$ cat src/sfhn_pkg.sv
// ----------------------------------------------------------------------------
// sfhn_pkg
// Shared types and constants for the stochastic FitzHugh-Nagumo step block.
// ----------------------------------------------------------------------------
package sfhn_pkg;

    // Default state width and fixed-point layout
    localparam int VALUE_WIDTH_DEF = 16;
    localparam int FRAC_BITS       = 13;  // Q3.13 values
    localparam int RATE_BITS       = 16;  // Q0.16 recovery rate
    localparam int SQ_WIDTH        = 30;  // square term saturates to this many bits
    localparam int FIELD_WIDTH     = 16;  // width of every config and stream field

    // Configuration port
    localparam int CFG_AW = 5;
    localparam int CFG_DW = 32;

    localparam logic [FIELD_WIDTH-1:0] THRESHOLD_A_RST   = 16'd410;    // 0.05
    localparam logic [FIELD_WIDTH-1:0] PEAK_LEVEL_RST    = 16'd8192;   // 1.0
    localparam logic [FIELD_WIDTH-1:0] RECOVERY_GAIN_RST = 16'd24576;  // 3.0
    localparam logic [FIELD_WIDTH-1:0] RECOVERY_RATE_RST = 16'd328;    // 0.005
    localparam logic [FIELD_WIDTH-1:0] START_V_RST       = 16'd0;
    localparam logic [FIELD_WIDTH-1:0] START_N_RST       = 16'd0;

    typedef enum logic [2:0] {
        REG_THRESHOLD_A   = 3'd0,
        REG_PEAK_LEVEL    = 3'd1,
        REG_RECOVERY_GAIN = 3'd2,
        REG_RECOVERY_RATE = 3'd3,
        REG_START_V       = 3'd4,
        REG_START_N       = 3'd5
    } cfg_reg_t;

    // Item command carried in tuser
    localparam logic CMD_ADVANCE = 1'b0;
    localparam logic CMD_RESTART = 1'b1;

    typedef struct packed {
        logic signed [FIELD_WIDTH-1:0] threshold_a;
        logic signed [FIELD_WIDTH-1:0] peak_level;
        logic signed [FIELD_WIDTH-1:0] recovery_gain;
        logic        [FIELD_WIDTH-1:0] recovery_rate;
        logic signed [FIELD_WIDTH-1:0] start_v;
        logic signed [FIELD_WIDTH-1:0] start_n;
    } cfg_t;

    // Which product the shared multiplier forms, and which earlier product is captured
    typedef enum logic [1:0] {
        OP_GN,     // gamma * N
        OP_SQ,     // V * (V - a); capture gamma*N
        OP_RATE,   // eps * (V - gN); capture square term
        OP_CUBIC   // sq * (vmax - V); capture new N
    } mul_op_t;

    typedef struct packed {
        logic    capture;  // latch input payload
        logic    mul_en;   // run the multiplier this cycle
        mul_op_t op;
        logic    finish;   // commit state and load the output register
        logic    restart;  // item is a restart
    } dp_cmd_t;

endpackage

$ cat src/stochastic_fhn_neuron_step.sv
// ----------------------------------------------------------------------------
// stochastic_fhn_neuron_step
// One unit Euler step of a FitzHugh-Nagumo neuron with additive noise.
//
//  Channel | Direction | Handshake            | Payload
//  --------+-----------+----------------------+------------------------------------
//  s_*     | in        | s_tvalid / s_tready  | tdata: current, noise_v, noise_n;
//          |           |                      | tuser: command
//  m_*     | out       | m_tvalid / m_tready  | tdata: membrane_v, recovery_n;
//          |           |                      | tuser: saturated
//  APB     | in        | psel/penable, pready | six 16-bit coefficient registers
//
//  An advance transaction steps through the four multiplier states, then the
//  commit state, which loads the output register once it is free; a restart
//  goes from idle straight to commit. The next transaction is taken only back
//  in idle. The schedule is set by the single shared multiplier, which forms
//  gamma*N, V*(V-a), eps*(V-gN) and sq*(vmax-V) in turn.
//  The block takes one transaction at a time; a new one is accepted while
//  the previous result still waits in the output register.
//  When the output is stalled at commit, hold the sequencer until it drains.
//  Reset clears V, N and the registers to their defaults; no clearing pass.
// ----------------------------------------------------------------------------
module stochastic_fhn_neuron_step
#(
    parameter int VALUE_WIDTH = sfhn_pkg::VALUE_WIDTH_DEF
)
(
    input  logic                        clk,
    input  logic                        rst_n,

    // Configuration port
    input  logic                        psel,
    input  logic                        penable,
    input  logic                        pwrite,
    input  logic [sfhn_pkg::CFG_AW-1:0] paddr,
    input  logic [sfhn_pkg::CFG_DW-1:0] pwdata,
    output logic [sfhn_pkg::CFG_DW-1:0] prdata,
    output logic                        pready,

    // Input stream
    input  logic                        s_tvalid,
    output logic                        s_tready,
    input  logic [47:0]                 s_tdata,  // [15:0] stimulus_current,
                                                  // [31:16] noise_v, [47:32] noise_n
    input  logic [0:0]                  s_tuser,  // [0] command

    // Output stream
    output logic                        m_tvalid,
    input  logic                        m_tready,
    output logic [31:0]                 m_tdata,  // [15:0] membrane_v, [31:16] recovery_n
    output logic [0:0]                  m_tuser   // [0] saturated
);

    localparam int FW = sfhn_pkg::FIELD_WIDTH;

    sfhn_pkg::cfg_t    cfg;
    sfhn_pkg::dp_cmd_t cmd;

    logic signed [FW-1:0] membrane_v;
    logic signed [FW-1:0] recovery_n;
    logic                 saturated;

    // Coefficient registers
    sfhn_cfg u_cfg
    (
        .clk     (clk),
        .rst_n   (rst_n),
        .psel    (psel),
        .penable (penable),
        .pwrite  (pwrite),
        .paddr   (paddr),
        .pwdata  (pwdata),
        .prdata  (prdata),
        .pready  (pready),
        .cfg     (cfg)
    );

    // Sequencer: accepts a transaction, walks the multiplier schedule,
    // commits when the output register is free
    sfhn_ctrl u_ctrl
    (
        .clk      (clk),
        .rst_n    (rst_n),
        .s_tvalid (s_tvalid),
        .s_tready (s_tready),
        .command  (s_tuser[0]),
        .m_tvalid (m_tvalid),
        .m_tready (m_tready),
        .cmd      (cmd)
    );

    // Arithmetic, neuron state and output register
    sfhn_dp #(
        .VALUE_WIDTH (VALUE_WIDTH)
    ) u_dp
    (
        .clk              (clk),
        .rst_n            (rst_n),
        .cmd              (cmd),
        .cfg              (cfg),
        .stimulus_current (s_tdata[15:0]),
        .noise_v          (s_tdata[31:16]),
        .noise_n          (s_tdata[47:32]),
        .membrane_v       (membrane_v),
        .recovery_n       (recovery_n),
        .saturated        (saturated)
    );

    assign m_tdata = {recovery_n, membrane_v};
    assign m_tuser = saturated;

endmodule

$ cat src/sfhn_cfg.sv
// ----------------------------------------------------------------------------
// sfhn_cfg
// APB-style register file holding the model coefficients and start values.
// ----------------------------------------------------------------------------
module sfhn_cfg
(
    input  logic                          clk,
    input  logic                          rst_n,
    input  logic                          psel,
    input  logic                          penable,
    input  logic                          pwrite,
    input  logic [sfhn_pkg::CFG_AW-1:0]   paddr,
    input  logic [sfhn_pkg::CFG_DW-1:0]   pwdata,
    output logic [sfhn_pkg::CFG_DW-1:0]   prdata,
    output logic                          pready,
    output sfhn_pkg::cfg_t                cfg
);

    sfhn_pkg::cfg_t cfg_reg;
    logic [2:0]     reg_idx;
    logic           wr_en;
    logic [sfhn_pkg::FIELD_WIDTH-1:0] wr_val;
    logic [sfhn_pkg::FIELD_WIDTH-1:0] rd_val;

    assign pready  = 1'b1;
    assign reg_idx = paddr[sfhn_pkg::CFG_AW-1:2];
    assign wr_en   = psel && penable && pwrite && pready;
    assign wr_val  = pwdata[sfhn_pkg::FIELD_WIDTH-1:0];

    always_comb
    begin
        unique case (reg_idx)
            sfhn_pkg::REG_THRESHOLD_A:   rd_val = cfg_reg.threshold_a;
            sfhn_pkg::REG_PEAK_LEVEL:    rd_val = cfg_reg.peak_level;
            sfhn_pkg::REG_RECOVERY_GAIN: rd_val = cfg_reg.recovery_gain;
            sfhn_pkg::REG_RECOVERY_RATE: rd_val = cfg_reg.recovery_rate;
            sfhn_pkg::REG_START_V:       rd_val = cfg_reg.start_v;
            sfhn_pkg::REG_START_N:       rd_val = cfg_reg.start_n;
            default:                     rd_val = '0;
        endcase
    end

    assign prdata = {{(sfhn_pkg::CFG_DW - sfhn_pkg::FIELD_WIDTH){1'b0}}, rd_val};
    assign cfg    = cfg_reg;

    always_ff @(posedge clk or negedge rst_n)
    begin
        if (!rst_n)
        begin
            cfg_reg.threshold_a   <= sfhn_pkg::THRESHOLD_A_RST;
            cfg_reg.peak_level    <= sfhn_pkg::PEAK_LEVEL_RST;
            cfg_reg.recovery_gain <= sfhn_pkg::RECOVERY_GAIN_RST;
            cfg_reg.recovery_rate <= sfhn_pkg::RECOVERY_RATE_RST;
            cfg_reg.start_v       <= sfhn_pkg::START_V_RST;
            cfg_reg.start_n       <= sfhn_pkg::START_N_RST;
        end
        else if (wr_en)
        begin
            unique case (reg_idx)
                sfhn_pkg::REG_THRESHOLD_A:   cfg_reg.threshold_a   <= wr_val;
                sfhn_pkg::REG_PEAK_LEVEL:    cfg_reg.peak_level    <= wr_val;
                sfhn_pkg::REG_RECOVERY_GAIN: cfg_reg.recovery_gain <= wr_val;
                sfhn_pkg::REG_RECOVERY_RATE: cfg_reg.recovery_rate <= wr_val;
                sfhn_pkg::REG_START_V:       cfg_reg.start_v       <= wr_val;
                sfhn_pkg::REG_START_N:       cfg_reg.start_n       <= wr_val;
                default:                     ;
            endcase
        end
    end

endmodule

$ cat src/sfhn_ctrl.sv
// ----------------------------------------------------------------------------
// sfhn_ctrl
// Sequencer: steps the shared multiplier through the four products of one
// Euler step and owns the output valid.
// ----------------------------------------------------------------------------
module sfhn_ctrl
(
    input  logic               clk,
    input  logic               rst_n,
    input  logic               s_tvalid,
    output logic               s_tready,
    input  logic               command,
    output logic               m_tvalid,
    input  logic               m_tready,
    output sfhn_pkg::dp_cmd_t  cmd
);

    typedef enum logic [2:0] {
        S_IDLE,
        S_GN,
        S_SQ,
        S_RATE,
        S_CUBIC,
        S_FIN
    } state_t;

    state_t state_reg, state_next;
    logic   restart_reg;
    logic   m_tvalid_reg;
    logic   accept;
    logic   out_free;

    assign s_tready = (state_reg == S_IDLE);
    assign accept   = s_tvalid && s_tready;
    assign out_free = !m_tvalid_reg || m_tready;
    assign m_tvalid = m_tvalid_reg;

    always_comb
    begin
        cmd.capture = accept;
        cmd.restart = restart_reg;
        cmd.finish  = (state_reg == S_FIN) && out_free;
        cmd.mul_en  = 1'b0;
        cmd.op      = sfhn_pkg::OP_GN;
        state_next  = state_reg;
        unique case (state_reg)
            S_IDLE:
            begin
                if (accept)
                    state_next = (command == sfhn_pkg::CMD_RESTART) ? S_FIN : S_GN;
            end
            S_GN:
            begin
                cmd.mul_en = 1'b1;
                cmd.op     = sfhn_pkg::OP_GN;
                state_next = S_SQ;
            end
            S_SQ:
            begin
                cmd.mul_en = 1'b1;
                cmd.op     = sfhn_pkg::OP_SQ;
                state_next = S_RATE;
            end
            S_RATE:
            begin
                cmd.mul_en = 1'b1;
                cmd.op     = sfhn_pkg::OP_RATE;
                state_next = S_CUBIC;
            end
            S_CUBIC:
            begin
                cmd.mul_en = 1'b1;
                cmd.op     = sfhn_pkg::OP_CUBIC;
                state_next = S_FIN;
            end
            S_FIN:
            begin
                if (out_free)
                    state_next = S_IDLE;
            end
            default:
            begin
                state_next = S_IDLE;
            end
        endcase
    end

    always_ff @(posedge clk or negedge rst_n)
    begin
        if (!rst_n)
        begin
            state_reg    <= S_IDLE;
            restart_reg  <= 1'b0;
            m_tvalid_reg <= 1'b0;
        end
        else
        begin
            state_reg <= state_next;
            if (accept)
                restart_reg <= (command == sfhn_pkg::CMD_RESTART);
            if (cmd.finish)
                m_tvalid_reg <= 1'b1;
            else if (m_tready)
                m_tvalid_reg <= 1'b0;
        end
    end

    // An advance item reaches commit after the four multiplier states
    a_advance_latency: assert property (@(posedge clk) disable iff (!rst_n)
        (accept && command == sfhn_pkg::CMD_ADVANCE) |-> ##5 (state_reg == S_FIN))
        else $error("advance item did not reach commit on schedule");

    a_restart_latency: assert property (@(posedge clk) disable iff (!rst_n)
        (accept && command == sfhn_pkg::CMD_RESTART) |=> (state_reg == S_FIN))
        else $error("restart item did not go straight to commit");

    a_finish_shows: assert property (@(posedge clk) disable iff (!rst_n)
        cmd.finish |=> m_tvalid_reg)
        else $error("committed result not presented");

    a_valid_source: assert property (@(posedge clk) disable iff (!rst_n)
        $rose(m_tvalid_reg) |-> $past(cmd.finish))
        else $error("output valid raised without a commit");

endmodule

$ cat src/sfhn_dp.sv
// ----------------------------------------------------------------------------
// sfhn_dp
// Datapath: neuron state, one shared signed multiplier with its product
// register, intermediate terms, saturation and the output register.
// ----------------------------------------------------------------------------
module sfhn_dp
#(
    parameter int VALUE_WIDTH = sfhn_pkg::VALUE_WIDTH_DEF
)
(
    input  logic                                    clk,
    input  logic                                    rst_n,
    input  sfhn_pkg::dp_cmd_t                       cmd,
    input  sfhn_pkg::cfg_t                          cfg,
    input  logic signed [sfhn_pkg::FIELD_WIDTH-1:0] stimulus_current,
    input  logic signed [sfhn_pkg::FIELD_WIDTH-1:0] noise_v,
    input  logic signed [sfhn_pkg::FIELD_WIDTH-1:0] noise_n,
    output logic signed [sfhn_pkg::FIELD_WIDTH-1:0] membrane_v,
    output logic signed [sfhn_pkg::FIELD_WIDTH-1:0] recovery_n,
    output logic                                    saturated
);

    localparam int W   = VALUE_WIDTH;
    localparam int FW  = sfhn_pkg::FIELD_WIDTH;
    localparam int FB  = sfhn_pkg::FRAC_BITS;
    localparam int RB  = sfhn_pkg::RATE_BITS;
    localparam int SQW = sfhn_pkg::SQ_WIDTH;
    localparam int DW  = ((W > FW) ? W : FW) + 1;     // V - a, vmax - V
    localparam int XW  = (W > SQW) ? W : SQW;          // multiplier operand X
    localparam int D3W = W + 4;                        // V - gN
    localparam int YW  = (DW > D3W) ? DW : D3W;        // multiplier operand Y
    localparam int PW  = XW + YW;
    localparam int GNW = W + 3;                        // gamma*N >> 13
    localparam int RTW = W + 5;                        // eps*(V - gN) >> 16
    localparam int RNW = W + 6;                        // new N before clipping
    localparam int CW  = DW + SQW - FB;                // cubic term
    localparam int VSW = CW + 3;                       // new V before clipping

    logic signed [W-1:0]   v_reg, n_reg;
    logic signed [FW-1:0]  cur_reg, nv_reg, nn_reg;
    logic signed [PW-1:0]  prod_reg;
    logic signed [GNW-1:0] gn_reg;
    logic signed [SQW-1:0] sq_reg;
    logic signed [RNW-1:0] rn_reg;
    logic signed [FW-1:0]  out_v_reg, out_n_reg;
    logic                  out_sat_reg;

    logic signed [DW-1:0]  d1, d2;
    logic signed [D3W-1:0] d3;
    logic signed [FW:0]    eps_s;
    logic signed [XW-1:0]  mul_x;
    logic signed [YW-1:0]  mul_y;
    logic signed [PW-1:0]  prod_next;
    logic signed [PW-1:0]  frac_sh, rate_sh;
    logic [PW-SQW:0]       sq_hi;
    logic signed [SQW-1:0] sq_next;
    logic signed [RNW-1:0] rn_next;
    logic signed [CW-1:0]  cubic;
    logic signed [VSW-1:0] vsum;
    logic [VSW-W:0]        vs_hi;
    logic [RNW-W:0]        rn_hi;
    logic signed [DW-1:0]  sv_ext, sn_ext;
    logic [DW-W:0]         sv_hi, sn_hi;
    logic                  v_fit, n_fit, sv_fit, sn_fit;
    logic signed [W-1:0]   v_step, n_step, v_start, n_start, v_fin, n_fin;
    logic                  sat_fin;

    // Operands
    assign d1    = DW'(v_reg) - DW'(cfg.threshold_a);
    assign d2    = DW'(cfg.peak_level) - DW'(v_reg);
    assign d3    = D3W'(v_reg) - D3W'(gn_reg);
    assign eps_s = $signed({1'b0, cfg.recovery_rate});

    always_comb
    begin
        unique case (cmd.op)
            sfhn_pkg::OP_GN:
            begin
                mul_x = XW'(cfg.recovery_gain);
                mul_y = YW'(n_reg);
            end
            sfhn_pkg::OP_SQ:
            begin
                mul_x = XW'(v_reg);
                mul_y = YW'(d1);
            end
            sfhn_pkg::OP_RATE:
            begin
                mul_x = XW'(eps_s);
                mul_y = YW'(d3);
            end
            sfhn_pkg::OP_CUBIC:
            begin
                mul_x = XW'(sq_reg);
                mul_y = YW'(d2);
            end
            default:
            begin
                mul_x = '0;
                mul_y = '0;
            end
        endcase
    end

    assign prod_next = PW'(mul_x) * PW'(mul_y);

    // Arithmetic shifts floor toward minus infinity
    assign frac_sh = prod_reg >>> FB;
    assign rate_sh = prod_reg >>> RB;

    // Square term saturates to SQW bits
    assign sq_hi   = frac_sh[PW-1:SQW-1];
    assign sq_next = ((&sq_hi) || !(|sq_hi)) ? frac_sh[SQW-1:0]
                                            : {frac_sh[PW-1], {(SQW-1){~frac_sh[PW-1]}}};

    assign rn_next = RNW'(n_reg) + RNW'($signed(rate_sh[RTW-1:0]));
    assign cubic   = $signed(frac_sh[CW-1:0]);
    assign vsum    = VSW'(v_reg) + VSW'(cur_reg) + VSW'(cubic) + VSW'(nv_reg)
                   - VSW'(n_reg) - VSW'(nn_reg);

    // Saturate to the state width
    assign vs_hi  = vsum[VSW-1:W-1];
    assign v_fit  = (&vs_hi) || !(|vs_hi);
    assign v_step = v_fit ? vsum[W-1:0] : {vsum[VSW-1], {(W-1){~vsum[VSW-1]}}};

    assign rn_hi  = rn_reg[RNW-1:W-1];
    assign n_fit  = (&rn_hi) || !(|rn_hi);
    assign n_step = n_fit ? rn_reg[W-1:0] : {rn_reg[RNW-1], {(W-1){~rn_reg[RNW-1]}}};

    assign sv_ext  = DW'(cfg.start_v);
    assign sv_hi   = sv_ext[DW-1:W-1];
    assign sv_fit  = (&sv_hi) || !(|sv_hi);
    assign v_start = sv_fit ? sv_ext[W-1:0] : {sv_ext[DW-1], {(W-1){~sv_ext[DW-1]}}};

    assign sn_ext  = DW'(cfg.start_n);
    assign sn_hi   = sn_ext[DW-1:W-1];
    assign sn_fit  = (&sn_hi) || !(|sn_hi);
    assign n_start = sn_fit ? sn_ext[W-1:0] : {sn_ext[DW-1], {(W-1){~sn_ext[DW-1]}}};

    assign v_fin   = cmd.restart ? v_start : v_step;
    assign n_fin   = cmd.restart ? n_start : n_step;
    assign sat_fin = cmd.restart ? !(sv_fit && sn_fit) : !(v_fit && n_fit);

    // Neuron state
    always_ff @(posedge clk or negedge rst_n)
    begin
        if (!rst_n)
        begin
            v_reg <= '0;
            n_reg <= '0;
        end
        else if (cmd.finish)
        begin
            v_reg <= v_fin;
            n_reg <= n_fin;
        end
    end

    // Payload and intermediates
    always_ff @(posedge clk)
    begin
        if (cmd.capture)
        begin
            cur_reg <= stimulus_current;
            nv_reg  <= noise_v;
            nn_reg  <= noise_n;
        end
        if (cmd.mul_en)
        begin
            prod_reg <= prod_next;
            unique case (cmd.op)
                sfhn_pkg::OP_GN:    ;
                sfhn_pkg::OP_SQ:    gn_reg <= frac_sh[GNW-1:0];
                sfhn_pkg::OP_RATE:  sq_reg <= sq_next;
                sfhn_pkg::OP_CUBIC: rn_reg <= rn_next;
                default:            ;
            endcase
        end
        if (cmd.finish)
        begin
            out_v_reg   <= FW'(v_fin);
            out_n_reg   <= FW'(n_fin);
            out_sat_reg <= sat_fin;
        end
    end

    assign membrane_v = out_v_reg;
    assign recovery_n = out_n_reg;
    assign saturated  = out_sat_reg;

endmodule

$ cat config.mk
export PLATFORM = sky130hd
export DESIGN_NAME = stochastic_fhn_neuron_step
export DESIGN_NICKNAME = d
export VERILOG_FILES = /design/src/sfhn_pkg.sv /design/src/stochastic_fhn_neuron_step.sv /design/src/sfhn_cfg.sv /design/src/sfhn_ctrl.sv /design/src/sfhn_dp.sv
export SDC_FILE = /design/constraint.sdc
export NUM_CORES = 2
export LEC_CHECK = 0
export BUFFER_PORTS_ARGS = -buffer_cell sky130_fd_sc_hd__buf_2
export CORE_MARGIN = 8
export CORE_UTILIZATION = 68
export DETAILED_ROUTE_END_ITERATION = 7
export PLACE_DENSITY = 0.91
export SYNTH_ARGS = -nofsm -noshare
export SYNTH_HDL_FRONTEND = slang
export SYNTH_HIERARCHICAL = 1
export SYNTH_SLANG_ARGS = --single-unit
$ cat constraint.sdc
create_clock -name clk -period 26.9 [get_ports clk]
set_input_delay 0 -clock clk [delete_from_list [all_inputs] [get_ports clk]]
set_output_delay 0 -clock clk [all_outputs]
set_load 0.1 [all_outputs]
==> impl_metrics.toml <==
[run_status]
status = "complete, but fails checks"
violations = "DRC, capacitance limit, slew limit"

[synth]
syn_inst = 4400
synthXorXnorAreaFrac = 0.0223
synthMuxAreaShare = 0.0508
synthAdderAreaFrac = 0.402
ys_seq_elements = 322
synth_edf_count = 189
synth.distinct_cells = 94
synth_compound_area_frac = 0.100
mappedNetlistArea_mm2 = 0.0431
synth_top_area_frac = 0.335
synth_ff_type = "edfxtp_1"
synth_area_leaders = "fa_1, edfxtp_1, inv_1"
synth-simple-area-share = 0.107
synth-seq-area-share = 0.209
avgSynthCellArea_um2 = 9.80
yosys.area.top_type = "fa_1"
synth_top_family_by_area = "adder cells"
ys_warn_count = 6
async_flop_share = 0.413

[timing]
rsz0062_at_grt = "false"
fmax_ghz = 0.0782
slew_headroom = -0.0221
fin_crit_sh = 0.475
period_minus_slack_ns = 12.78
hold_viol = 0
fin_worst_skew_ns = 0.0523
postLayoutSetupSlackWorst_ns = 14.12
worst_slew_pin_slew_ns = 1.53
setup_tns_ns = 0
setup_viol = 0
drv_slew = 14

[drt]
vias = 35700
drtIter0Drc = 5502
first_pass_iters = 8
wl_mm = 136
viasPerCell = 6.67
drc_errors = 109
antenna_left = 0
routedWlPerCell_um = 25.4

[worst_setup_path]
ff2ff_setup_slack_ns = 14.12
reg2reg_to = "u_dp/prod_reg[37]"
worst-setup-path-type = "flop to flop"
crit_path_max_incr_delay_ns = 1.00
end_kind = "flop"
crit_buf_inv = 4
cp.arrival_ns = 13.09
reg2reg_depth = 34
reg2reg_from = "u_dp/v_reg[0]"
crit_fanout = 16
cp_common_cell = "fa_1"
cp-startpoint = "u_dp/v_reg[0]"
crit_required_ns = 27.21
startpoint_type = "flop"
slowest_stage = "dfrtp_1"
crit_family = "compound AO/OA/AOI/OAI gates"

[die]
fp-row-count = 92
initial_utilization = 0.686
ios = 161
die_area_mm2 = 0.0718
fp.dieH_um = 268
core-area_mm2 = 0.0629
die_x_um = 268

[min_path]
whs_path_depth = 4
hp-class = "input port to flop"
min-delay-start = "pwrite"
holdPathEnd = "u_cfg/cfg[52]"

[clock_tree]
numCtsBuffers = 30
clock_latency_ns = 0.64
cts_resized = 0
cts_setup_buffers = 0
cts_tree = "built"
cts.clk_slew.worst_paths_ns = 0.09
clock-root-buffer = "clkbuf_16"
htreeDepth = 1
cts.sinks = 322
clock_path_buffers = 3

[cells_and_area]
drive_gt1_frac = 0.0802
fin_nets = 5523
ff_latch_area_mm2 = 0.00902
largest_register_ffs = 96
fill_cells = 3833
areaGrowthSynthToFinish_pct = 6.72
final_common_cell = "inv_1"
finalInstanceArea_mm2 = 0.0460
multi_input_area_mm2 = 0.0297
mostFrequentLayoutCells = "inv_1, fa_1, nand2_1, a21oi_1, ha_1"

[grt]
grt_pass1_vias = 38800
grt_pass1_wl_mm = 215
grt_max_degree = 99
antenna_found_initial = 21
grt_overflow = 0
grt_usage = 0.390

[place]
postPlaceCellArea_mm2 = 0.0443
io_buffer_count = 125
place_ws_ns = 15.31
gp_congestion = 0.963
place_hpwl_mm = 90.5

[job]
max_cap_viol_count = 1
## layout make-up
type,count,area share
Inverter,1002,0.0817
Clock buffer,40,0.0180
Tap cell,846,0.0230
Sequential cell,322,0.196
Clock inverter,16,0.00250
Multi-Input combinational cell,2895,0.644
Antenna cell,10,0.000544
Timing Repair Buffer,225,0.0343
## per-stage QoR
| stage | hold slack, ns | cells | util |
|---|---|---|---|
| finish | 0.0776 | 5356 | 0.732 |
| global route | 0.0938 | 5349 | 0.732 |
| CTS | 0.0483 | 5346 | 0.732 |
| detailed placement | -0.00380 | 5219 | 0.705 |
| global placement | -0.00623 | 5219 | 0.705 |
| floorplan | -0.296 | 4415 | - |
## logic make-up after synthesis
logic type               after synthesis
buffers and inverters               1198
XOR/XNOR                             110
AO/OA/AOI/OAI                        661
multiplexers                         175
flip-flops                           322
AND/OR/NAND/NOR                      978
other                                  2
adder cells (fa/ha/maj)              954
## synth_stat cells (all sizes together) (13+ instances only)
| master | n |
|---|---|
| inv | 1001 |
| fa | 722 |
| nand2 | 462 |
| a21oi | 243 |
| ha | 232 |
| edfxtp | 189 |
| nor2 | 157 |
| clkbuf | 139 |
| dfrtp | 122 |
| mux2 | 112 |
| o21ai | 92 |
| a21o | 86 |
| xnor2 | 78 |
| and2 | 68 |
| nand3 | 67 |
| buf | 57 |
| nor3 | 48 |
| nor2b | 42 |
| mux2i | 39 |
| a21boi | 32 |
| xor2 | 32 |
| a31oi | 24 |
| mux4 | 24 |
| or3 | 23 |
| o21a | 19 |
| a211oi | 18 |
| nand4 | 18 |
| nand2b | 16 |
| and3 | 15 |
| o32ai | 15 |
| a22oi | 14 |
| o21bai | 14 |
| or2 | 13 |
## layer usage
metal	up-vias	track usage	part of all wire
li1	14100	-	-
met1	17300	0.429	0.31
met2	3142	0.600	0.45
met3	1213	0.158	0.14
met4	24	0.304	0.11
met5	-	0.0169	0.0020
## repair_timing
item / in CTS / in global routing
hold buffers: 71 / 0
hold endpoints to repair: 207 / 0
endpoints found under the setup margin: 0 / 0
## worst reg2reg max path: cells and delay by family, from the launching register on
family                   cells  cell delay [ns]
adder cells (fa/ha/maj)     10             4.56
flip-flops                   1             1.00
buffers and inverters        4             0.22
AND/OR/NAND/NOR              6             1.36
AO/OA/AOI/OAI               14             5.34
## worst max path at each step
stage | depth (start not counted) | to
detailed placement | 35 | u_dp/prod_reg[45]
CTS | 35 | u_dp/prod_reg[45]
finish | 34 | u_dp/prod_reg[37]
global route | 33 | u_dp/prod_reg[37]
global placement | 34 | u_dp/prod_reg[45]
floorplan | 37 | u_dp/prod_reg[45]
Power is left out: the tool's default activity adds up to more than one toggle a clock period on the data nets, which glitch-free logic cannot reach.
